`config.mk`:
```
export PLATFORM = sky130hd
export DESIGN_NAME = line_substring_filter_flat
export DESIGN_NICKNAME = d
export VERILOG_FILES = /design/src/hw/rtl/lsf_pkg.sv /design/src/hw/rtl/lsf_in_if.sv /design/src/hw/rtl/lsf_out_if.sv /design/src/hw/rtl/lsf_cell.sv /design/src/hw/rtl/line_substring_filter.sv /design/src/flat_wrapper.sv
export SDC_FILE = /design/constraint.sdc
export NUM_CORES = 2
export LEC_CHECK = 0
export ABC_CLOCK_PERIOD_IN_PS = 8700
export BUFFER_PORTS_ARGS = -buffer_cell sky130_fd_sc_hd__buf_4
export CAP_MARGIN = 0
export CORE_ASPECT_RATIO = 0.5
export CORE_UTILIZATION = 25
export CTS_CLUSTER_DIAMETER = 60
export DETAILED_ROUTE_END_ITERATION = 10
export GPL_TIMING_DRIVEN = 0
export PLACE_DENSITY_LB_ADDON = 0.05
export SLEW_MARGIN = 5
export SYNTH_ARGS = -nofsm -noshare
export SYNTH_HDL_FRONTEND = slang
export SYNTH_SLANG_ARGS = --single-unit
```
`constraint.sdc`:
```
create_clock -name i_clk -period 8.7 [get_ports i_clk]
set_input_delay 0.435 -clock i_clk [delete_from_list [all_inputs] [get_ports i_clk]]
set_output_delay 0.435 -clock i_clk [all_outputs]
set_load 0.01 [all_outputs]
```
`src/hw/rtl/lsf_pkg.sv`:
```
// Package for the line substring filter.
// Widths, register indexes and the control struct passed to the window cells.
// No dependencies.
package lsf_pkg;

    localparam int LSF_PATTERN_MAX = 32;   // window depth default
    localparam int LSF_REG_CHARS   = 32;   // bytes held by the pattern registers
    localparam int LSF_CHAR_W      = 8;
    localparam int LSF_LEN_W       = 6;
    localparam int LSF_CFG_W       = 64;
    localparam int LSF_CFG_IDX_W   = 3;
    localparam int LSF_PAT_W       = LSF_REG_CHARS * LSF_CHAR_W;

    typedef enum logic [LSF_CFG_IDX_W-1:0] {
        REG_PATTERN_LENGTH = 3'd0,
        REG_PATTERN_CHARS_A = 3'd1,
        REG_PATTERN_CHARS_B = 3'd2,
        REG_PATTERN_CHARS_C = 3'd3,
        REG_PATTERN_CHARS_D = 3'd4
    } t_cfg_reg;

    typedef struct packed {
        logic shift;   // text byte transfer: move the window along
        logic clear;   // newline transfer: empty the window
    } t_cell_ctrl;

endpackage

```
`src/hw/rtl/lsf_in_if.sv`:
```
// Input channel of the line substring filter: text byte and newline flag.
// Depends on lsf_pkg.
interface lsf_in_if import lsf_pkg::*; ();
    logic                  valid;
    logic                  ready;
    logic [LSF_CHAR_W-1:0] text_char;
    logic                  is_newline;

    modport source (output valid, output text_char, output is_newline, input ready);
    modport sink   (input valid, input text_char, input is_newline, output ready);
endinterface

```
`src/hw/rtl/lsf_out_if.sv`:
```
// Result channel of the line substring filter: one match flag per line.
// No dependencies.
interface lsf_out_if ();
    logic valid;
    logic ready;
    logic line_matches;

    modport source (output valid, output line_matches, input ready);
    modport sink   (input valid, input line_matches, output ready);
endinterface

```
`src/hw/rtl/lsf_cell.sv`:
```
// One window cell: holds one recent byte and whether it belongs to the line.
// Depends on lsf_pkg.
module lsf_cell import lsf_pkg::*; (
    input  logic                  i_clk,
    input  logic                  i_rst_n,
    input  t_cell_ctrl            i_ctrl,
    input  logic [LSF_CHAR_W-1:0] i_char,     // from the newer neighbour
    input  logic                  i_valid,
    input  logic [LSF_CHAR_W-1:0] i_expect,   // pattern byte aligned to this cell
    input  logic                  i_in_use,   // cell lies inside the pattern length
    output logic [LSF_CHAR_W-1:0] o_char,
    output logic                  o_valid,
    output logic                  o_ok        // this cell agrees after the shift
);

    logic [LSF_CHAR_W-1:0] r_char;
    logic                  r_valid;

    // ok is judged on the window as it stands after this shift
    assign o_ok    = !i_in_use || (i_valid && (i_char == i_expect));
    assign o_char  = r_char;
    assign o_valid = r_valid;

    always_ff @(posedge i_clk) begin
        if (!i_rst_n) begin
            r_valid <= 1'b0;
        end else if (i_ctrl.clear) begin
            r_valid <= 1'b0;
        end else if (i_ctrl.shift) begin
            r_valid <= i_valid;
        end
    end

    always_ff @(posedge i_clk) begin
        if (i_ctrl.shift) begin
            r_char <= i_char;
        end
    end

endmodule

```
`src/hw/rtl/line_substring_filter.sv`:
```
// Top level of the line substring filter: config registers, cell row, result register.
// Depends on lsf_pkg, lsf_in_if, lsf_out_if and lsf_cell.
//
//  channel    dir  payload                     per transfer
//  i_text     in   text_char[7:0], is_newline  one byte or one line end
//  o_result   out  line_matches                one flag per line end
//  cfg port   in   i_cfg_we/index[2:0]/data    one register write
//
// One item per cycle unless i_text.ready is low: the window compare across the row
// of cells is parallel and a byte's match is folded into the found flag in the cycle
// it arrives. A line end loads its result into the output register in the next cycle.
// i_text.ready drops only while a result is held and o_result.ready is low.
// Reset (synchronous, active low) empties the window and clears the config,
// the found flag and the result valid.
module line_substring_filter import lsf_pkg::*; #(
    parameter int PATTERN_MAX = LSF_PATTERN_MAX
) (
    input  logic                     i_clk,
    input  logic                     i_rst_n,
    input  logic                     i_cfg_we,
    input  logic [LSF_CFG_IDX_W-1:0] i_cfg_index,
    input  logic [LSF_CFG_W-1:0]     i_cfg_data,
    lsf_in_if.sink                   i_text,
    lsf_out_if.source                o_result
);

    logic [LSF_LEN_W-1:0] r_len;
    logic [LSF_PAT_W-1:0] r_pattern;
    logic                 r_found;
    logic                 r_out_valid;
    logic                 r_out_match;
    logic                 n_found;

    logic                  w_in_xfer;
    logic                  w_len_ok;
    t_cell_ctrl            w_ctrl;
    logic [LSF_CHAR_W-1:0] w_char [PATTERN_MAX];
    logic                  w_vld  [PATTERN_MAX];
    logic [PATTERN_MAX-1:0] w_ok;

    // configuration
    always_ff @(posedge i_clk) begin
        if (!i_rst_n) begin
            r_len     <= '0;
            r_pattern <= '0;
        end else if (i_cfg_we) begin
            unique case (i_cfg_index)
                REG_PATTERN_LENGTH:  r_len <= i_cfg_data[LSF_LEN_W-1:0];
                REG_PATTERN_CHARS_A: r_pattern[0*LSF_CFG_W +: LSF_CFG_W] <= i_cfg_data;
                REG_PATTERN_CHARS_B: r_pattern[1*LSF_CFG_W +: LSF_CFG_W] <= i_cfg_data;
                REG_PATTERN_CHARS_C: r_pattern[2*LSF_CFG_W +: LSF_CFG_W] <= i_cfg_data;
                REG_PATTERN_CHARS_D: r_pattern[3*LSF_CFG_W +: LSF_CFG_W] <= i_cfg_data;
                default: ;
            endcase
        end
    end

    assign i_text.ready = !r_out_valid || o_result.ready;
    assign w_in_xfer    = i_text.valid && i_text.ready;
    assign w_ctrl.shift = w_in_xfer && !i_text.is_newline;
    assign w_ctrl.clear = w_in_xfer && i_text.is_newline;

    assign w_len_ok = (r_len != '0)
                   && ({1'b0, r_len} <= (LSF_LEN_W+1)'(PATTERN_MAX))
                   && ({1'b0, r_len} <= (LSF_LEN_W+1)'(LSF_REG_CHARS));

    assign w_char[0] = i_text.text_char;
    assign w_vld[0]  = 1'b1;

    genvar k;
    generate
        for (k = 0; k < PATTERN_MAX; k++) begin : g_cell
            localparam logic [LSF_LEN_W-1:0] CELL_IDX = LSF_LEN_W'(k);
            logic [LSF_LEN_W-1:0]  w_j;
            logic [LSF_CHAR_W-1:0] w_expect;
            logic [LSF_CHAR_W-1:0] w_next_char;
            logic                  w_next_vld;

            // cell k sees pattern byte len-1-k
            assign w_j      = r_len - LSF_LEN_W'(1) - CELL_IDX;
            assign w_expect = r_pattern[{w_j[4:0], 3'b000} +: LSF_CHAR_W];

            lsf_cell u_cell (
                .i_clk    (i_clk),
                .i_rst_n  (i_rst_n),
                .i_ctrl   (w_ctrl),
                .i_char   (w_char[k]),
                .i_valid  (w_vld[k]),
                .i_expect (w_expect),
                .i_in_use (CELL_IDX < r_len),
                .o_char   (w_next_char),
                .o_valid  (w_next_vld),
                .o_ok     (w_ok[k])
            );

            if (k < PATTERN_MAX - 1) begin : g_link
                assign w_char[k+1] = w_next_char;
                assign w_vld[k+1]  = w_next_vld;
            end
        end
    endgenerate

    always_comb begin
        n_found = r_found;
        if (w_ctrl.clear) begin
            n_found = 1'b0;
        end else if (w_ctrl.shift && w_len_ok && (&w_ok)) begin
            n_found = 1'b1;
        end
    end

    always_ff @(posedge i_clk) begin
        if (!i_rst_n) begin
            r_found     <= 1'b0;
            r_out_valid <= 1'b0;
        end else begin
            r_found <= n_found;
            if (w_ctrl.clear) begin
                r_out_valid <= 1'b1;
            end else if (o_result.ready) begin
                r_out_valid <= 1'b0;
            end
        end
    end

    always_ff @(posedge i_clk) begin
        if (w_ctrl.clear) begin
            r_out_match <= r_found || (r_len == '0);
        end
    end

    assign o_result.valid        = r_out_valid;
    assign o_result.line_matches = r_out_match;

`ifndef SYNTH
    a_nl_gives_result: assert property (@(posedge i_clk) disable iff (!i_rst_n)
        w_ctrl.clear |=> r_out_valid)
        else $error("line end did not load a result");

    a_nl_clears_found: assert property (@(posedge i_clk) disable iff (!i_rst_n)
        w_ctrl.clear |=> !r_found)
        else $error("found flag survived a line end");

    a_byte_fills_cell: assert property (@(posedge i_clk) disable iff (!i_rst_n)
        w_ctrl.shift |=> g_cell[0].w_next_vld)
        else $error("newest cell not marked after a byte transfer");

    a_stall_only_when_full: assert property (@(posedge i_clk) disable iff (!i_rst_n)
        !i_text.ready |-> r_out_valid)
        else $error("input stalled with no result held");
`endif

endmodule
```
`src/flat_wrapper.sv`:
```
// flat-port wrapper written by rule: the top's interface ports become plain ports
module line_substring_filter_flat import lsf_pkg::*;
#(
    parameter int PATTERN_MAX = LSF_PATTERN_MAX
)
  (i_clk, i_rst_n, i_cfg_we, i_cfg_index, i_cfg_data, i_text_valid, i_text_text_char, i_text_is_newline, i_text_ready, o_result_valid, o_result_line_matches, o_result_ready);
  lsf_in_if i_text_i ();
  lsf_out_if o_result_i ();
  input  logic i_clk;
  input  logic i_rst_n;
  input  logic i_cfg_we;
  input  logic [LSF_CFG_IDX_W-1:0] i_cfg_index;
  input  logic [LSF_CFG_W-1:0] i_cfg_data;
  input wire logic [$bits(i_text_i.valid)-1:0] i_text_valid;
  input wire logic [$bits(i_text_i.text_char)-1:0] i_text_text_char;
  input wire logic [$bits(i_text_i.is_newline)-1:0] i_text_is_newline;
  output wire logic [$bits(i_text_i.ready)-1:0] i_text_ready;
  output wire logic [$bits(o_result_i.valid)-1:0] o_result_valid;
  output wire logic [$bits(o_result_i.line_matches)-1:0] o_result_line_matches;
  input wire logic [$bits(o_result_i.ready)-1:0] o_result_ready;
  assign i_text_i.valid = i_text_valid;
  assign i_text_i.text_char = i_text_text_char;
  assign i_text_i.is_newline = i_text_is_newline;
  assign i_text_ready = i_text_i.ready;
  assign o_result_valid = o_result_i.valid;
  assign o_result_line_matches = o_result_i.line_matches;
  assign o_result_i.ready = o_result_ready;
  line_substring_filter #(.PATTERN_MAX(PATTERN_MAX)) u_core (.i_clk(i_clk), .i_rst_n(i_rst_n), .i_cfg_we(i_cfg_we), .i_cfg_index(i_cfg_index), .i_cfg_data(i_cfg_data), .i_text(i_text_i), .o_result(o_result_i));
endmodule
```
Word-level counts from Yosys, hierarchy flattened

Index checks and enable logic that the tools add are counted.
W data, S select, Z words.

Add/subtract/negate cells: 32
Multiply operators: 0
Div/mod/pow operators: 0
Magnitude comparators: 33
Equal/unequal tests: 36
Shifts and indexed selects: 32
Multiplexer cells: 2
Bitwise gates (word level): 1
Reduce and logical (&&, ||, !) cells: 117

Operators by type and width:

| operator              | number |
|---|---|
| $shiftx A256 B9 Y8    | 32 |
| $eq A8 B8 Y1          | 32 |
| $lt A5 B6 Y1 const A  | 16 |
| $sub A5 B5 Y5 const B | 16 |
| $lt A4 B6 Y1 const A  | 8 |
| $sub A5 B4 Y5 const B | 8 |
| $logic_and A1 B1 Y1   | 38 |
| $logic_not A1 Y1      | 34 |
| $logic_or A1 B1 Y1    | 34 |
| $reduce_and A32 Y1    | 1 |
| $lt A3 B6 Y1 const A  | 4 |
| $sub A5 B3 Y5 const B | 4 |
| $lt A1 B6 Y1 const A  | 2 |
| $lt A2 B6 Y1 const A  | 2 |
| $reduce_and A2 Y1     | 5 |
| $sub A5 B1 Y5 const B | 2 |
| $sub A5 B2 Y5 const B | 2 |
| $eq A3 B2 Y1 const B  | 2 |
| $le A6 B6 Y1 const B  | 1 |
| $logic_not A6 Y1      | 1 |
| $reduce_bool A6 Y1    | 1 |
| $eq A3 B1 Y1 const B  | 1 |
| $eq A3 B3 Y1 const B  | 1 |
| $logic_not A3 Y1      | 1 |
| other kinds (4)       | 5 |

Bits in registers: 544
Latch bits: 0
Memory bits (writable): 0
ROM bits: 0
Output and inout port bits: 3
Logic and storage cells: 323
Memories kept: 0

Depth between registers and ports, before layout

Word-level depth: 8
Gate-level depth with buffers: 25

By module

A second synthesis with hierarchy kept.

Cells, all modules: 3800
Area total of the unflattened synthesis: 38474.4 µm²

By module, submodules not included:

| module                | instances | cells an instance | area each (µm²) |
|---|---|---|---|
| line_substring_filter | 1         | 3064              | 26462.9 |
| lsf_cell              | 32        | 23                | 375.4 |

Least setup slack after synthesis

Ideal clock, no wire load.

Path kind: input to register
From: input o_result_ready
To: register u_core.g_cell[0].u_cell.r_char[0], enable pin
Library setup time: 709 ps
Arrival: 8167 ps
Required time: 7991 ps
Setup slack: -176 ps
Stages on the path: 6
Buffers on the path: 2
Cells stage by stage: nand2b_1 nand2_1 or2_2 clkbuf_1 clkinv_1 buf_1

RTL lines:

| item                 | line               | source |
|---|---|---|
| start, declared      | flat_wrapper.sv:20 | `input wire logic [$bits(o_result_i.ready)-1:0] o_result_ready;` |
| end signal, assigned | lsf_cell.sv:36     | `r_char <= i_char;` |
| end, declared        | lsf_cell.sv:16     | `logic [LSF_CHAR_W-1:0] r_char;` |

Final worst setup path

From: register u_core.r_len[0]
To: register u_core.r_found

Word-level cells in the longest chain between the ends: 8

Ends and longest elaborated chain:

| item                                        | line                         | source |
|---|---|---|
| start, declared                             | line_substring_filter.sv:27  | `logic [LSF_LEN_W-1:0] r_len;` |
| start signal, assigned                      | line_substring_filter.sv:48  | `REG_PATTERN_LENGTH: r_len <= i_cfg_data[LSF_LEN_W-1:0];` |
| $sub A5 B1 Y5                               | line_substring_filter.sv:80  | `assign w_j = r_len - LSF_LEN_W'(1) - CELL_IDX;` |
| $sub A5 B5 Y5, or another cell as far along | line_substring_filter.sv:80  |  |
| $shiftx A256 B9 Y8                          | line_substring_filter.sv:81  | `assign w_expect = r_pattern[{w_j[4:0], 3'b000} +: LSF_CHAR_W];` |
| $eq A8 B8 Y1                                | lsf_cell.sv:20               | `assign o_ok = !i_in_use \|\| (i_valid && (i_char == i_expect));` |
| $logic_and A1 B1 Y1                         | lsf_cell.sv:20               |  |
| $logic_or A1 B1 Y1                          | lsf_cell.sv:20               |  |
| $reduce_and A32 Y1                          | line_substring_filter.sv:107 | `end else if (w_ctrl.shift && w_len_ok && (&w_ok)) begin` |
| $logic_and A1 B1 Y1 *                       | line_substring_filter.sv:107 |  |
| end signal, assigned                        | line_substring_filter.sv:117 | `r_found <= n_found;` |
| end, declared                               | line_substring_filter.sv:29  | `logic r_found;` |

Mark *: on every way between the ends. The rest lies on a longest branch, timed or not.
A chain may end at the register's enable or synchronous reset.

==> results.yml <==
floorplanning:
  start_util: 0.2539
  die-height_um: 283.5
  design.die.area_sq_um: 160200
  ios: 84
  die_width_um: 565.1
  num_rows: 102
  core_area_sq_um: 156100
power:
  ir_worst_vdd_mv: 0.1639
  p_sw_frac: 0.3394
  power_frac_seq: 0.394
  clkPwrFrac: 0.390
  p_switching_uw: 2483
  power_density_nw_per_um2: 159.5
  leakagePower_uw: 0.01504
  p_int_uw: 4832
  totalPowerFinal_uw: 7315
  p_comb_frac: 0.216
place:
  dp_hpwl_um: 253600
  portBuffers: 82
  place_area_sq_um: 42980
  gp_congestion: 1.077
finish:
  area_growth_pct: 15.69
  fin_area_sq_um: 45850
  post-route-util: 0.2938
  layout_common_cells: "802 x nand2_1, 358 x mux2i_1, 295 x dfxtp_1"
  drive_above_1_share: 0.1795
  final_common_cell: "nand2_1"
  fin_nets: 4442
clocking:
  root_buffer: "clkbuf_16"
  htreeDepth: 2
  cts_tree: "done"
  cts.reportedPaths.clkPinSlew_ns: 0.07
  clk_latency_ns: 0.74
  cts_buffers: 61
  cts.sinks: 544
  cts.path.max_buffers: 3
global_route:
  grt_pass1_wl_um: 375500
  grt_use_total: 0.3632
  antenna_found_initial: 18
  grt_max_degree: 111
  grt_pass1_vias: 34609
  overflow: 0
job:
  drv_cap: 3
worst_setup_path:
  critical_path_class: "flop to flop"
  arrival_ns: 9.68
  endpoint_kind: "flop"
  cp-start-kind: "flop"
  regToRegSetupSlack_ns: -0.35
  worstPathMaxFanout: 10
  cp_data_required_time_ns: 9.33
run_status:
  status: "finished, violations left"
  violations: "DRC, capacitance limit, slew limit, setup timing"
drt:
  drc: 1
  first_pass_iters: 11
  vias_per_cell: 5.953
  routed_wl_um: 298900
  ant_nets: 0
  routedWlPerCell_um: 45.97
  drt_iter0_drc: 5666
  vias: 38712
yosys:
  avgSynthCellArea_sq_um: 9.504
  syn_nets: 4254
  ys.flop_type: "dfxtp_1"
  post-synth-top-area-cell: "edfxtp_1"
  synth_edf_count: 249
  synth_area_leaders: "edfxtp_1 19%, dfxtp_1 15%, mux2i_1 10%"
  synth_area_sq_um: 39630
  post_synth_num_cell_types: 103
  ys_seq_area_frac: 0.3377
  ys_warn_count: 0
  synth_seq_cells: 544
  syn_inst: 4170
  yosys.area.top_type_share: 0.1887
  async_flop_share: 0
hold_path:
  hold_path.class: "input port to flop"
timing:
  rsz0062_at_grt: "false"
  setup_ws_ns: -0.3527
  worst_pin_slew_ns: 1.726
  finalSetupTns_ns: -0.3527
  fmax_ghz: 0.1105
  clock_skew_ns: 0.03999
  post-route-period-util: 1.041
  report.final.hold_viol_count: 0
  finalSetupViolCount: 1
  slew_viol_final: 12
  period_minus_slack_ns: 9.053
  slew_headroom: -0.1836
-- worst paths after layout --
path                                                          from                            endpoint  depth (start not counted)
worst max-delay path                               u_core.r_len[0]                      u_core.r_found                         24
worst max register to register                     u_core.r_len[0]                      u_core.r_found                         24
worst min-delay path                                i_cfg_data[35]               u_core.r_pattern[163]                          3
worst min register to register  u_core.g_cell[27].u_cell.o_char[6]  u_core.g_cell[28].u_cell.o_char[6]                          0
-- area by class of cell --
class,instances,area (sq um)
Fill cell,16523,110200
Inverter,39,146.4
Buffer,294,1501
Sequential cell,544,13380
Multi-Input combinational cell,3293,24970
Clock inverter,35,510.5
Clock buffer,76,1623
Timing Repair Buffer,125,1075
Tap cell,2080,2603
Antenna cell,17,42.54
-- through the flow --
stage / hold WS [ns] / setup WS (ns) / cells
final: 0.02077 / -0.3527 / 6503
after global routing: 0.01827 / 0.002176 / 6486
after CTS: 0.0006691 / 0.1348 / 6482
after detailed placement: 0.4612 / -1.203 / 6337
after global placement: 0.4554 / -3.091 / 6332
after floorplan: 0.4366 / 0.5500 / 4170
-- cells by family after synthesis --
group / after synthesis / share of synthesized area
AO/OA/AOI/OAI: 809 / 0.1438
XOR/XNOR: 366 / 0.08429
adder cells (fa/ha/maj): 4 / 0.001200
buffers and inverters: 333 / 0.04066
flip-flops: 544 / 0.3377
multiplexers: 732 / 0.2393
AND/OR/NAND/NOR: 1382 / 0.1531
-- sequential cells by signal, summed over array words and instances (netlist names) --
signal and flops:
u_core.g_cell.u_cell.o_char 248, u_core.g_cell.u_cell.o_valid 31, u_core.o_result.line_matches 1, u_core.o_result.valid 1
u_core.r_found 1, u_core.r_len 6, u_core.r_pattern 256
-- critical path, stage by stage, from the launching register on --
cell      delay, ns
dfxtp_1        0.51
buf_2          0.30
inv_2          0.29
buf_2          0.48
clkbuf_4       0.41
buf_4          0.32
buf_2          0.43
ha_1           0.25
buf_4          0.27
buf_6          0.31
buf_2          0.37
buf_4          0.31
mux2i_1        0.80
mux2i_1        0.60
nand2_1        0.29
a211oi_1       0.09
nor2_1         0.49
xnor2_1        0.13
nor4_1         0.29
a21oi_1        0.12
o31ai_1        0.68
nand2_1        0.14
nor4_2         0.42
nand4b_1       0.28
o21ai_1        0.30
-- power groups by stage --
stage | logic [uW] | clock network (uW) | registers, uW
final | 1580 | 2850 | 2890
after global routing | 1600 | 3000 | 2880
after CTS | 1520 | 2910 | 2880
after detailed placement | 1490 | 0 | 2930
after global placement | 1480 | 0 | 2960
after floorplan | 823 | 0 | 2870
-- timing repair --
item / 4_1_cts / 5_1_grt
buffers inserted: 6 / 1
endpoints found under the setup margin: 1 / 1
hold endpoints to repair: 49 / 0
resized for setup: 67 / 5
gates cloned: 0 / 0
pin swaps: 6 / 1
hold buffers: 28 / 0
-- synthesized netlist by cell type (all sizes together) (18+ instances only) --
cell type,n
o21ai,115
nand2b,18
inv,38
mux4,156
nor3b,18
nand3,104
xnor2,209
dfxtp,295
a31oi,19
a22oi,34
a211oi,34
nor4,28
nor3,63
mux2i,413
edfxtp,249
nand2,803
or2,18
a21oi,116
clkbuf,125
mux2,163
xor2,157
nor2b,35
nand4,24
o22ai,39
buf,169
o211ai,51
a21boi,260
nor2,199
-- routing by layer --
| metal | up-vias | global-route usage | wire [um] |
|---|---|---|---|
| li1 | 15623 | - | - |
| met1 | 20465 | 0.5322 | 139000 |
| met2 | 2278 | 0.4912 | 115500 |
| met3 | 342 | 0.1146 | 32190 |
| met4 | 4 | 0.1246 | 12130 |
| met5 | - | 0 | 27 |
(Power assumes the default switching activity.)
